===== src/sv/lkc_pkg.sv =====
// Shared types and codes of the LRU-K cache policy core.
package lkc_pkg;

  localparam int unsigned STAMP_W   = 32;
  localparam int unsigned CFG_IDX_W = 2;
  localparam int unsigned CFG_DAT_W = 32;

  localparam logic [1:0] CMD_GET    = 2'd0;
  localparam logic [1:0] CMD_PUT    = 2'd1;
  localparam logic [1:0] CMD_CLEAR  = 2'd2;
  localparam logic [1:0] CMD_UNUSED = 2'd3;

  localparam logic [1:0] WHERE_MISS  = 2'd0;
  localparam logic [1:0] WHERE_CACHE = 2'd1;
  localparam logic [1:0] WHERE_HIST  = 2'd2;

  localparam logic [CFG_IDX_W-1:0] CFG_CAPACITY = 2'd0;
  localparam logic [CFG_IDX_W-1:0] CFG_PROMOTE  = 2'd1;

  typedef enum logic [2:0] {
    ST_IDLE,
    ST_CSCAN,
    ST_HSCAN,
    ST_UPDATE,
    ST_RESP
  } lkc_state_e;

  // Per-cycle verdict of the shared scan unit.
  typedef struct packed {
    logic                match;
    logic                better;
    logic [STAMP_W-1:0]  age;
  } lkc_scan_t;

endpackage


===== src/sv/lkc_scan_unit.sv =====
// Shared scan unit: key compare and stamp age compare for one table slot.
module lkc_scan_unit #(
  parameter int unsigned KEY_WIDTH = 32
) (
  input  logic [KEY_WIDTH-1:0]        slot_key_i,
  input  logic [KEY_WIDTH-1:0]        key_i,
  input  logic                        slot_valid_i,
  input  logic [lkc_pkg::STAMP_W-1:0] now_i,
  input  logic [lkc_pkg::STAMP_W-1:0] stamp_i,
  input  logic [lkc_pkg::STAMP_W-1:0] best_age_i,
  input  logic                        have_best_i,
  output lkc_pkg::lkc_scan_t          scan_o
);

  logic [lkc_pkg::STAMP_W-1:0] age;

  // Ages are taken modulo the stamp width, so counter wrap is harmless.
  assign age = now_i - stamp_i;

  always_comb begin
    scan_o.match  = slot_valid_i && (slot_key_i == key_i);
    scan_o.better = slot_valid_i && (!have_best_i || (age > best_age_i));
    scan_o.age    = age;
  end

endmodule


===== src/sv/lru_k_cache_policy_core.sv =====
// Top level of the LRU-K cache policy core: sequencer, tables and config registers.
//
// An item is accepted when start_i is high and busy_o is low; busy_o then stays high
// until the single result has been shown for one cycle with done_o high, and the
// receiver must take it in that cycle since it cannot stall the block. A clear or an
// unused command goes from idle straight to the result state. A get or put walks the
// cache table one slot per cycle through the shared scan unit, then on a cache miss
// walks the history table the same way, then passes through the update state, which
// writes the tables, and then through the result state.
// Configuration writes are always accepted and should only be made while idle.
module lru_k_cache_policy_core #(
  parameter int unsigned CAPACITY    = 8,
  parameter int unsigned K_MAX       = 4,
  parameter int unsigned KEY_WIDTH   = 32,
  parameter int unsigned VALUE_WIDTH = 32
) (
  input  logic                            clk_i,
  input  logic                            rst_ni,
  input  logic                            start_i,
  output logic                            busy_o,
  input  logic [1:0]                      cmd_i,
  input  logic [31:0]                     key_i,
  input  logic [31:0]                     wdata_i,
  output logic                            done_o,
  output logic                            hit_o,
  output logic [31:0]                     rdata_o,
  output logic [1:0]                      where_found_o,
  input  logic                            cfg_valid_i,
  output logic                            cfg_ready_o,
  input  logic [lkc_pkg::CFG_IDX_W-1:0]   cfg_index_i,
  input  logic [lkc_pkg::CFG_DAT_W-1:0]   cfg_wdata_i
);

  localparam int unsigned IDX_W = (CAPACITY > 1) ? $clog2(CAPACITY) : 1;
  localparam int unsigned CNT_W = $clog2(CAPACITY + 1);
  localparam int unsigned KC_W  = $clog2(K_MAX + 1);
  localparam int unsigned KI_W  = (K_MAX > 1) ? $clog2(K_MAX) : 1;
  localparam int unsigned SW    = lkc_pkg::STAMP_W;

  typedef logic [K_MAX-1:0][SW-1:0] stm_t;
  typedef struct packed {
    stm_t            s;
    logic [KC_W-1:0] n;
  } push_t;

  // Record stamp t and keep only the last k stamps, oldest at index 0.
  function automatic push_t push_stamp(stm_t s, logic [KC_W-1:0] n,
                                       logic [SW-1:0] t, logic [KC_W-1:0] k);
    stm_t            a;
    stm_t            b;
    logic [KC_W-1:0] cnt;
    logic [KC_W-1:0] m;
    push_t           r;
    a   = s;
    cnt = n;
    if (cnt >= KC_W'(K_MAX)) begin
      for (int i = 0; i < K_MAX - 1; i++) a[i] = a[i+1];
      cnt = KC_W'(K_MAX - 1);
    end
    a[cnt[KI_W-1:0]] = t;
    cnt = cnt + 1'b1;
    m   = (cnt > k) ? (cnt - k) : '0;
    b   = a;
    for (int i = 0; i < K_MAX; i++) begin
      for (int mm = 0; mm < K_MAX; mm++) begin
        if (m == KC_W'(mm)) b[i] = a[(i + mm > K_MAX - 1) ? K_MAX - 1 : i + mm];
      end
    end
    r.s = b;
    r.n = cnt - m;
    return r;
  endfunction

  // Configuration registers.
  logic [3:0] cap_q;
  logic [2:0] pk_q;
  logic [CNT_W-1:0] cap_eff;
  logic [KC_W-1:0]  k_eff;

  always_comb begin
    if (cap_q == 4'd0) cap_eff = CNT_W'(1);
    else if (int'(cap_q) > CAPACITY) cap_eff = CNT_W'(CAPACITY);
    else cap_eff = CNT_W'(cap_q);
    if (pk_q == 3'd0) k_eff = KC_W'(1);
    else if (int'(pk_q) > K_MAX) k_eff = KC_W'(K_MAX);
    else k_eff = KC_W'(pk_q);
  end

  // Tables. Valid bits and stamp counts reset; the rest holds payload only.
  logic [KEY_WIDTH-1:0]   c_key_q [CAPACITY];
  logic [VALUE_WIDTH-1:0] c_val_q [CAPACITY];
  stm_t                   c_stm_q [CAPACITY];
  logic [KC_W-1:0]        c_cnt_q [CAPACITY];
  logic [CAPACITY-1:0]    c_vld_q;
  logic [KEY_WIDTH-1:0]   h_key_q [CAPACITY];
  logic [VALUE_WIDTH-1:0] h_val_q [CAPACITY];
  stm_t                   h_stm_q [CAPACITY];
  logic [KC_W-1:0]        h_cnt_q [CAPACITY];
  logic [SW-1:0]          h_ord_q [CAPACITY];
  logic [CAPACITY-1:0]    h_vld_q;

  // Sequencer state and the item in flight.
  lkc_pkg::lkc_state_e    state_q, state_d;
  logic [SW-1:0]          counter_q;
  logic [SW-1:0]          now_q;
  logic [1:0]             cmd_q;
  logic [KEY_WIDTH-1:0]   key_q;
  logic [VALUE_WIDTH-1:0] val_q;
  logic [IDX_W-1:0]       idx_q;
  logic [IDX_W-1:0]       slot_q;
  logic                   hit_c_q, hit_h_q;
  logic [CNT_W-1:0]       ccnt_q, hcnt_q;
  logic [IDX_W-1:0]       cfree_q, hfree_q, vic_q, tail_q;
  logic                   hfree_ok_q;
  logic [SW-1:0]          best_q;
  logic                   have_q;
  logic                   res_hit_q;
  logic [31:0]            res_data_q;
  logic [1:0]             res_where_q;

  // Shared scan unit, fed from the table being walked.
  logic [KEY_WIDTH-1:0] sc_key;
  logic                 sc_vld;
  logic [SW-1:0]        sc_stamp;
  lkc_pkg::lkc_scan_t   scan;

  always_comb begin
    if (state_q == lkc_pkg::ST_CSCAN) begin
      sc_key   = c_key_q[idx_q];
      sc_vld   = c_vld_q[idx_q];
      sc_stamp = c_stm_q[idx_q][0];
    end else begin
      sc_key   = h_key_q[idx_q];
      sc_vld   = h_vld_q[idx_q];
      sc_stamp = h_ord_q[idx_q];
    end
  end

  lkc_scan_unit #(.KEY_WIDTH(KEY_WIDTH)) u_scan (
    .slot_key_i   (sc_key),
    .key_i        (key_q),
    .slot_valid_i (sc_vld),
    .now_i        (now_q),
    .stamp_i      (sc_stamp),
    .best_age_i   (best_q),
    .have_best_i  (have_q),
    .scan_o       (scan)
  );

  // Update decisions taken in the update cycle.
  logic       idx_last;
  push_t      pushed;
  stm_t       fresh;
  logic       promote;
  logic       room;
  logic       evict;
  logic [IDX_W-1:0] dst, ins;
  logic       accept;

  assign accept   = start_i && (state_q == lkc_pkg::ST_IDLE);
  assign idx_last = (idx_q == IDX_W'(CAPACITY - 1));

  always_comb begin
    if (hit_c_q) pushed = push_stamp(c_stm_q[slot_q], c_cnt_q[slot_q], now_q, k_eff);
    else         pushed = push_stamp(h_stm_q[slot_q], h_cnt_q[slot_q], now_q, k_eff);
    // Stamp list of a newly inserted history entry: only the current access.
    fresh    = '0;
    fresh[0] = now_q;
    promote = hit_h_q && (pushed.n == k_eff);
    room    = ccnt_q < cap_eff;
    dst     = room ? cfree_q : vic_q;
    evict   = hcnt_q >= cap_eff;
    if (!hfree_ok_q) ins = tail_q;
    else if (evict && (tail_q < hfree_q)) ins = tail_q;
    else ins = hfree_q;
  end

  always_comb begin
    state_d = state_q;
    unique case (state_q)
      lkc_pkg::ST_IDLE: begin
        if (accept) begin
          if (cmd_i == lkc_pkg::CMD_GET || cmd_i == lkc_pkg::CMD_PUT) state_d = lkc_pkg::ST_CSCAN;
          else state_d = lkc_pkg::ST_RESP;
        end
      end
      lkc_pkg::ST_CSCAN: begin
        if (scan.match) state_d = lkc_pkg::ST_UPDATE;
        else if (idx_last) state_d = lkc_pkg::ST_HSCAN;
      end
      lkc_pkg::ST_HSCAN: begin
        if (scan.match || idx_last) state_d = lkc_pkg::ST_UPDATE;
      end
      lkc_pkg::ST_UPDATE: state_d = lkc_pkg::ST_RESP;
      lkc_pkg::ST_RESP:   state_d = lkc_pkg::ST_IDLE;
      default:            state_d = lkc_pkg::ST_IDLE;
    endcase
  end

  // Control state, valid bits and stamp counts.
  always_ff @(posedge clk_i or negedge rst_ni) begin
    if (!rst_ni) begin
      state_q     <= lkc_pkg::ST_IDLE;
      cap_q       <= 4'd8;
      pk_q        <= 3'd2;
      counter_q   <= '0;
      c_vld_q     <= '0;
      h_vld_q     <= '0;
      for (int i = 0; i < CAPACITY; i++) begin
        c_cnt_q[i] <= '0;
        h_cnt_q[i] <= '0;
      end
      idx_q       <= '0;
      hit_c_q     <= 1'b0;
      hit_h_q     <= 1'b0;
      hfree_ok_q  <= 1'b0;
      have_q      <= 1'b0;
      ccnt_q      <= '0;
      hcnt_q      <= '0;
      res_hit_q   <= 1'b0;
      res_where_q <= lkc_pkg::WHERE_MISS;
    end else begin
      state_q <= state_d;
      if (cfg_valid_i) begin
        if (cfg_index_i == lkc_pkg::CFG_CAPACITY) cap_q <= cfg_wdata_i[3:0];
        else if (cfg_index_i == lkc_pkg::CFG_PROMOTE) pk_q <= cfg_wdata_i[2:0];
      end
      unique case (state_q)
        lkc_pkg::ST_IDLE: begin
          if (accept) begin
            res_hit_q   <= 1'b0;
            res_where_q <= lkc_pkg::WHERE_MISS;
            idx_q       <= '0;
            hit_c_q     <= 1'b0;
            hit_h_q     <= 1'b0;
            hfree_ok_q  <= 1'b0;
            have_q      <= 1'b0;
            ccnt_q      <= '0;
            hcnt_q      <= '0;
            if (cmd_i == lkc_pkg::CMD_CLEAR) begin
              c_vld_q <= '0;
              h_vld_q <= '0;
              for (int i = 0; i < CAPACITY; i++) begin
                c_cnt_q[i] <= '0;
                h_cnt_q[i] <= '0;
              end
            end else if (cmd_i == lkc_pkg::CMD_GET || cmd_i == lkc_pkg::CMD_PUT) begin
              counter_q <= counter_q + 1'b1;
            end
          end
        end
        lkc_pkg::ST_CSCAN: begin
          if (scan.match) begin
            hit_c_q <= 1'b1;
          end else begin
            if (sc_vld) ccnt_q <= ccnt_q + 1'b1;
            if (idx_last) begin
              idx_q  <= '0;
              have_q <= 1'b0;
            end else begin
              idx_q <= idx_q + 1'b1;
              if (scan.better) have_q <= 1'b1;
            end
          end
        end
        lkc_pkg::ST_HSCAN: begin
          if (scan.match) begin
            hit_h_q <= 1'b1;
          end else begin
            if (sc_vld) hcnt_q <= hcnt_q + 1'b1;
            else hfree_ok_q <= 1'b1;
            if (scan.better) have_q <= 1'b1;
            idx_q <= idx_q + 1'b1;
          end
        end
        lkc_pkg::ST_UPDATE: begin
          if (hit_c_q) begin
            c_cnt_q[slot_q] <= pushed.n;
            res_hit_q       <= 1'b1;
            res_where_q     <= lkc_pkg::WHERE_CACHE;
          end else if (hit_h_q) begin
            res_hit_q   <= 1'b1;
            res_where_q <= lkc_pkg::WHERE_HIST;
            if (promote) begin
              if (room) begin
                h_vld_q[slot_q] <= 1'b0;
                h_cnt_q[slot_q] <= '0;
              end else begin
                h_cnt_q[slot_q] <= c_cnt_q[dst];
              end
              c_cnt_q[dst] <= pushed.n;
              c_vld_q[dst] <= 1'b1;
            end else begin
              h_cnt_q[slot_q] <= pushed.n;
            end
          end else if (cmd_q == lkc_pkg::CMD_PUT) begin
            // A miss on put inserts at the history front; a full history drops its tail.
            // When the new entry lands in the tail slot it simply overwrites it.
            if (evict && (ins != tail_q)) begin
              h_vld_q[tail_q] <= 1'b0;
              h_cnt_q[tail_q] <= '0;
            end
            h_cnt_q[ins] <= KC_W'(1);
            h_vld_q[ins] <= 1'b1;
          end
        end
        lkc_pkg::ST_RESP: ;
        default: ;
      endcase
    end
  end

  // Payload: keys, values, stamps, scan bookkeeping and the item itself.
  always_ff @(posedge clk_i) begin
    unique case (state_q)
      lkc_pkg::ST_IDLE: begin
        if (accept) begin
          cmd_q      <= cmd_i;
          key_q      <= KEY_WIDTH'(key_i);
          val_q      <= VALUE_WIDTH'(wdata_i);
          now_q      <= counter_q;
          res_data_q <= '0;
        end
      end
      lkc_pkg::ST_CSCAN: begin
        if (scan.match) begin
          slot_q <= idx_q;
        end else begin
          if (!sc_vld && (ccnt_q == CNT_W'(idx_q))) cfree_q <= idx_q;
          if (scan.better) begin
            vic_q  <= idx_q;
            best_q <= scan.age;
          end
        end
      end
      lkc_pkg::ST_HSCAN: begin
        if (scan.match) begin
          slot_q <= idx_q;
        end else begin
          if (!sc_vld && !hfree_ok_q) hfree_q <= idx_q;
          if (scan.better) begin
            tail_q <= idx_q;
            best_q <= scan.age;
          end
        end
      end
      lkc_pkg::ST_UPDATE: begin
        if (hit_c_q) begin
          c_stm_q[slot_q] <= pushed.s;
          if (cmd_q == lkc_pkg::CMD_PUT) c_val_q[slot_q] <= val_q;
          else res_data_q <= 32'(c_val_q[slot_q]);
        end else if (hit_h_q) begin
          if (cmd_q != lkc_pkg::CMD_PUT) res_data_q <= 32'(h_val_q[slot_q]);
          if (promote) begin
            if (!room) begin
              // The victim is demoted into the freed history slot, at the front.
              h_key_q[slot_q] <= c_key_q[dst];
              h_val_q[slot_q] <= c_val_q[dst];
              h_stm_q[slot_q] <= c_stm_q[dst];
              h_ord_q[slot_q] <= now_q;
            end
            c_key_q[dst] <= h_key_q[slot_q];
            c_val_q[dst] <= (cmd_q == lkc_pkg::CMD_PUT) ? val_q : h_val_q[slot_q];
            c_stm_q[dst] <= pushed.s;
          end else begin
            h_stm_q[slot_q] <= pushed.s;
            h_ord_q[slot_q] <= now_q;
            if (cmd_q == lkc_pkg::CMD_PUT) h_val_q[slot_q] <= val_q;
          end
        end else if (cmd_q == lkc_pkg::CMD_PUT) begin
          h_key_q[ins]    <= key_q;
          h_val_q[ins]    <= val_q;
          h_stm_q[ins]    <= fresh;
          h_ord_q[ins]    <= now_q;
        end
      end
      lkc_pkg::ST_RESP: ;
      default: ;
    endcase
  end

  assign busy_o        = (state_q != lkc_pkg::ST_IDLE);
  assign done_o        = (state_q == lkc_pkg::ST_RESP);
  assign hit_o         = res_hit_q;
  assign rdata_o       = res_data_q;
  assign where_found_o = res_where_q;
  assign cfg_ready_o   = 1'b1;

endmodule


===== config.mk =====
export PLATFORM = sky130hd
export DESIGN_NAME = lru_k_cache_policy_core
export DESIGN_NICKNAME = d
export VERILOG_FILES = /design/src/sv/lkc_pkg.sv /design/src/sv/lkc_scan_unit.sv /design/src/sv/lru_k_cache_policy_core.sv
export SDC_FILE = /design/constraint.sdc
export NUM_CORES = 2
export LEC_CHECK = 0
export CELL_PAD_IN_SITES_DETAIL_PLACEMENT = 1
export CELL_PAD_IN_SITES_GLOBAL_PLACEMENT = 1
export CORE_MARGIN = 5
export CORE_UTILIZATION = 60
export DETAILED_ROUTE_END_ITERATION = 8
export DONT_BUFFER_PORTS = 1
export MAX_ROUTING_LAYER = met4
export PLACE_DENSITY_LB_ADDON = 0.1
export SETUP_SLACK_MARGIN = 0.2
export SYNTH_ARGS = -nofsm -noshare
export SYNTH_HDL_FRONTEND = slang
export SYNTH_SLANG_ARGS = --single-unit

===== constraint.sdc =====
create_clock -name clk_i -period 39.8 [get_ports clk_i]
set_input_delay 1.99 -clock clk_i [delete_from_list [all_inputs] [get_ports clk_i]]
set_output_delay 1.99 -clock clk_i [all_outputs]
set_load 0.01 [all_outputs]

==> impl_metrics.py <==
metrics = {
    "critical_path": {
        "crit_type": "flop to flop",
        "end_kind": "flop",
        "crit_fanout": 39,
        "r2r_start": "slot_q[1]",
        "start_kind": "flop",
        "crit_family": "simple AND/OR/NAND/NOR gates",
        "r2r_end": "h_stm_q[1][69]",
        "rr_worst_depth": 22,
        "crit_top_cell": "buf_4",
        "slowest_delay_ps": 1080,
        "r2r_slack_ps": 29500,
        "crit_buf_inv": 4,
        "crit_path_cell_trace": "nor2b_1 > o2bb2ai_1 > a211o_2 > a2111oi_2 > buf_4 > inv_1 > ha_2 > ha_1 > o21ai_0 > a21o_1 > nor2_1 > fa_1 > mux2i_1 > xnor2_1 > nand2_1 > mux2_1 > nor3_1 > a21oi_2 > and2_1 > nor2_4 > buf_4 > buf_4",
        "critPathArrivalTime_ps": 10880,
        "required_ps": 40380,
        "critical-path-slowest-cell": "edfxtp_1",
    },
    "routing": {
        "num_vias": 107587,
        "drt_iter0_markers": 15869,
        "drc_errors": 0,
        "viasPerCell": 7.61,
        "detail-route-antenna-nets": 0,
        "routed_wirelength_um": 553000,
        "routedWlPerCell_um": 39.1,
        "drt_pre_antenna_iters": 7,
    },
    "timing": {
        "drv_slew": 0,
        "max_slew_margin_pct": 4.89,
        "tns_ps": 0,
        "fin_skew_ps": 60.0,
        "tightest_slew_ps": 1410,
        "setup_viol": 0,
        "min_period_over_period_pct": 25.9,
        "hold_violations": 0,
        "layout_min_cycle_time_ps": 10300,
        "rsz0062_at_grt": "no",
        "timing.fmax_ghz": 0.0971,
        "holdWs_ps": 464,
    },
    "layout": {
        "mostFrequentLayoutCells": "edfxtp_1 (3505), mux4_2 (1007), nand2_1 (669), nor2_1 (491), mux2i_1 (489)",
        "finalNetCount": 10308,
        "drive_gt1_share_pct": 21.3,
        "layout_commonest_cell": "edfxtp_1",
        "areaGrowthSynthToFinish_pct": 10.2,
    },
    "grt": {
        "grt_remaining_overflow": 0,
        "grt_start_max_net_pins": 126,
        "grt_pass1_vias": 113402,
        "grt_pass1_wl_um": 799000,
        "grt_use_total_pct": 39.4,
        "antenna_found_initial": 14,
    },
    "synthesis": {
        "yosysWarnings": 0,
        "syn_inst": 10252,
        "ys_seq_area_share_pct": 65.3,
        "synth_seq_cells": 3632,
        "synthArstFlopShare_pct": 3.41,
        "synth_area_per_cell_um2": 16.2,
        "ys_types": 93,
        "mappedNetlistNets": 10452,
        "synth_top_flop_cell": "edfxtp_1",
        "synth-edff-count": 3505,
        "syn_area_um2": 166000,
    },
    "die": {
        "start_util_pct": 60.2,
        "rows": 193,
        "placeableCoreArea_um2": 276000,
        "fp.dieW_um": 536,
        "ios": 142,
        "die_h_um": 536,
        "die_area_um2": 287000,
    },
    "clocking": {
        "postCtsHoldBufs": 0,
        "cts_setup_buffers": 0,
        "cts_resized": 0,
        "cts.sinks": 3632,
        "cts-root-buf": "clkbuf_16",
        "clk_latency_ps": 980,
        "cts.clk_slew.worst_paths_ps": 60,
        "htreeDepth": 5,
        "numCtsBuffers": 370,
        "cts_tree": "done",
        "cts_buffer_depth": 4,
    },
    "pwr": {
        "total_power_w": 0.0118,
        "p_leak_nw": 59.7,
        "p_per_area_nw_per_um2": 64.4,
        "irDropWorstVdd_mv": 0.0586,
    },
    "min_path": {
        "hold_depth": 0,
        "min_path_type": "flop to flop",
        "hold_start": "counter_q[25]",
        "hold_end": "now_q[25]",
    },
    "job": {
        "max_cap_violations": 0,
    },
    "placement": {
        "dp_hpwl_um": 307000,
        "io_buffers": 0,
        "gp_congestion": 0.912,
    },
    "run_status": {
        "status": "finished, final reports clean",
    },
}
## routing by layer
| metal | track usage (%) | wire, µm | vias up |
|---|---|---|---|
| met5 | - | 0 | - |
| met4 | 19.6 | 32700 | 0 |
| met3 | 9.07 | 68500 | 2020 |
| met2 | 59.1 | 257000 | 8361 |
| met1 | 51.4 | 195000 | 55587 |
| li1 | - | - | 41619 |
## worst max path at each step
stage | start | end | slack, ps | cells after the start
5_1_grt | slot_q[1] | h_stm_q[1][115] | 29310 | 20
2_1_floorplan | slot_q[0] | c_stm_q[5][0] | 23100 | 27
4_1_cts | slot_q[1] | h_stm_q[1][115] | 29680 | 22
3_5_place_dp | slot_q[1] | h_stm_q[1][69] | 29770 | 22
3_3_place_gp | slot_q[1] | h_stm_q[1][69] | 29900 | 22
6_report | slot_q[1] | h_stm_q[1][69] | 29500 | 22
## sequential cells by signal (all words and copies together) (netlist names), 32 cells and up, named ones only
register   flops
rdata_o       32
h_ord_q      256
c_stm_q     1024
key_q         32
c_val_q      256
c_key_q      256
h_key_q      256
h_val_q      256
best_q        32
val_q         32
now_q         32
counter_q     32
h_stm_q     1024
## area by class of cell
cell class | instances | area [µm²]
diodes | 25 | 62.6
clock buffers | 447 | 9700
clock inverters | 231 | 2630
fillers | 23368 | 93000
flip-flops and latches | 3632 | 108000
multi-input cells | 5733 | 54900
repair buffers | 264 | 2240
well taps | 3705 | 4640
inverters | 107 | 409
## logic make-up (layout without fill, tap and decap cells)
logic type / after synthesis / after routing / share of synthesized area (%)
AOI/OAI and AO/OA: 1959 / 1959 / 7.83
xor gates and xnor gates: 113 / 113 / 0.601
adders and majority gates: 96 / 96 / 0.746
buffers and inverters: 887 / 1049 / 2.09
DFF: 3632 / 3632 / 65.3
muxes: 1766 / 1766 / 18.6
other: 1 / 26 / 0.00226
and+or+nand+nor: 1798 / 1798 / 4.88
## power breakdown
part	switching, W	leakage (nW)	internal [W]
Sequential	0.0000817	33.3	0.00483
Combinational	0.00229	20.4	0.000994
Clock	0.00152	6.01	0.00206
## cell usage after synthesis, types with 46 or more instances
| master | number | area [µm²] |
|---|---|---|
| buf_1 | 166 | 623 |
| mux2i_1 | 495 | 4950 |
| buf_2 | 46 | 230 |
| nand2_1 | 682 | 2560 |
| xnor2_1 | 80 | 701 |
| o21ai_0 | 305 | 1530 |
| nor3_1 | 55 | 275 |
| nand4_1 | 47 | 294 |
| mux4_2 | 1007 | 22700 |
| mux2_2 | 250 | 2820 |
| clkbuf_1 | 554 | 2080 |
| inv_1 | 103 | 387 |
| ha_1 | 91 | 1140 |
| a22oi_1 | 297 | 2230 |
| nor2_1 | 538 | 2020 |
| and2_1 | 49 | 307 |
| a21oi_1 | 371 | 1860 |
| a211oi_1 | 139 | 1040 |
| a22o_1 | 53 | 464 |
| nand3_1 | 136 | 681 |
| dfrtp_1 | 122 | 3050 |
| edfxtp_1 | 3505 | 105000 |
| o211ai_1 | 57 | 428 |
| nor4_1 | 90 | 563 |
| o22ai_1 | 344 | 2150 |
| a21o_1 | 46 | 345 |
## stage by stage
step	util [%]	setup slack [ps]	instance area [µm²]	instances
detailed placement	61.8	29770	171000	13441
CTS	66.3	29680	183000	14119
finish	66.3	29500	183000	14144
global route	66.3	29310	183000	14134
global placement	61.8	29900	171000	13441
floorplan	-	23100	166000	10252
## worst reg2reg max path, cell delays in order (launching register included)
cell and delay (ps):
edfxtp_1 1080, nor2b_1 360, o2bb2ai_1 250, a211o_2 240
a2111oi_2 40, buf_4 210, inv_1 170, ha_2 1020
ha_1 460, o21ai_0 210, a21o_1 340, nor2_1 100
fa_1 520, mux2i_1 450, xnor2_1 190, nand2_1 90
mux2_1 500, nor3_1 460, a21oi_2 350, and2_1 550
nor2_4 840, buf_4 610, buf_4 810
Note: power is estimated with default switching activity, not from simulation.
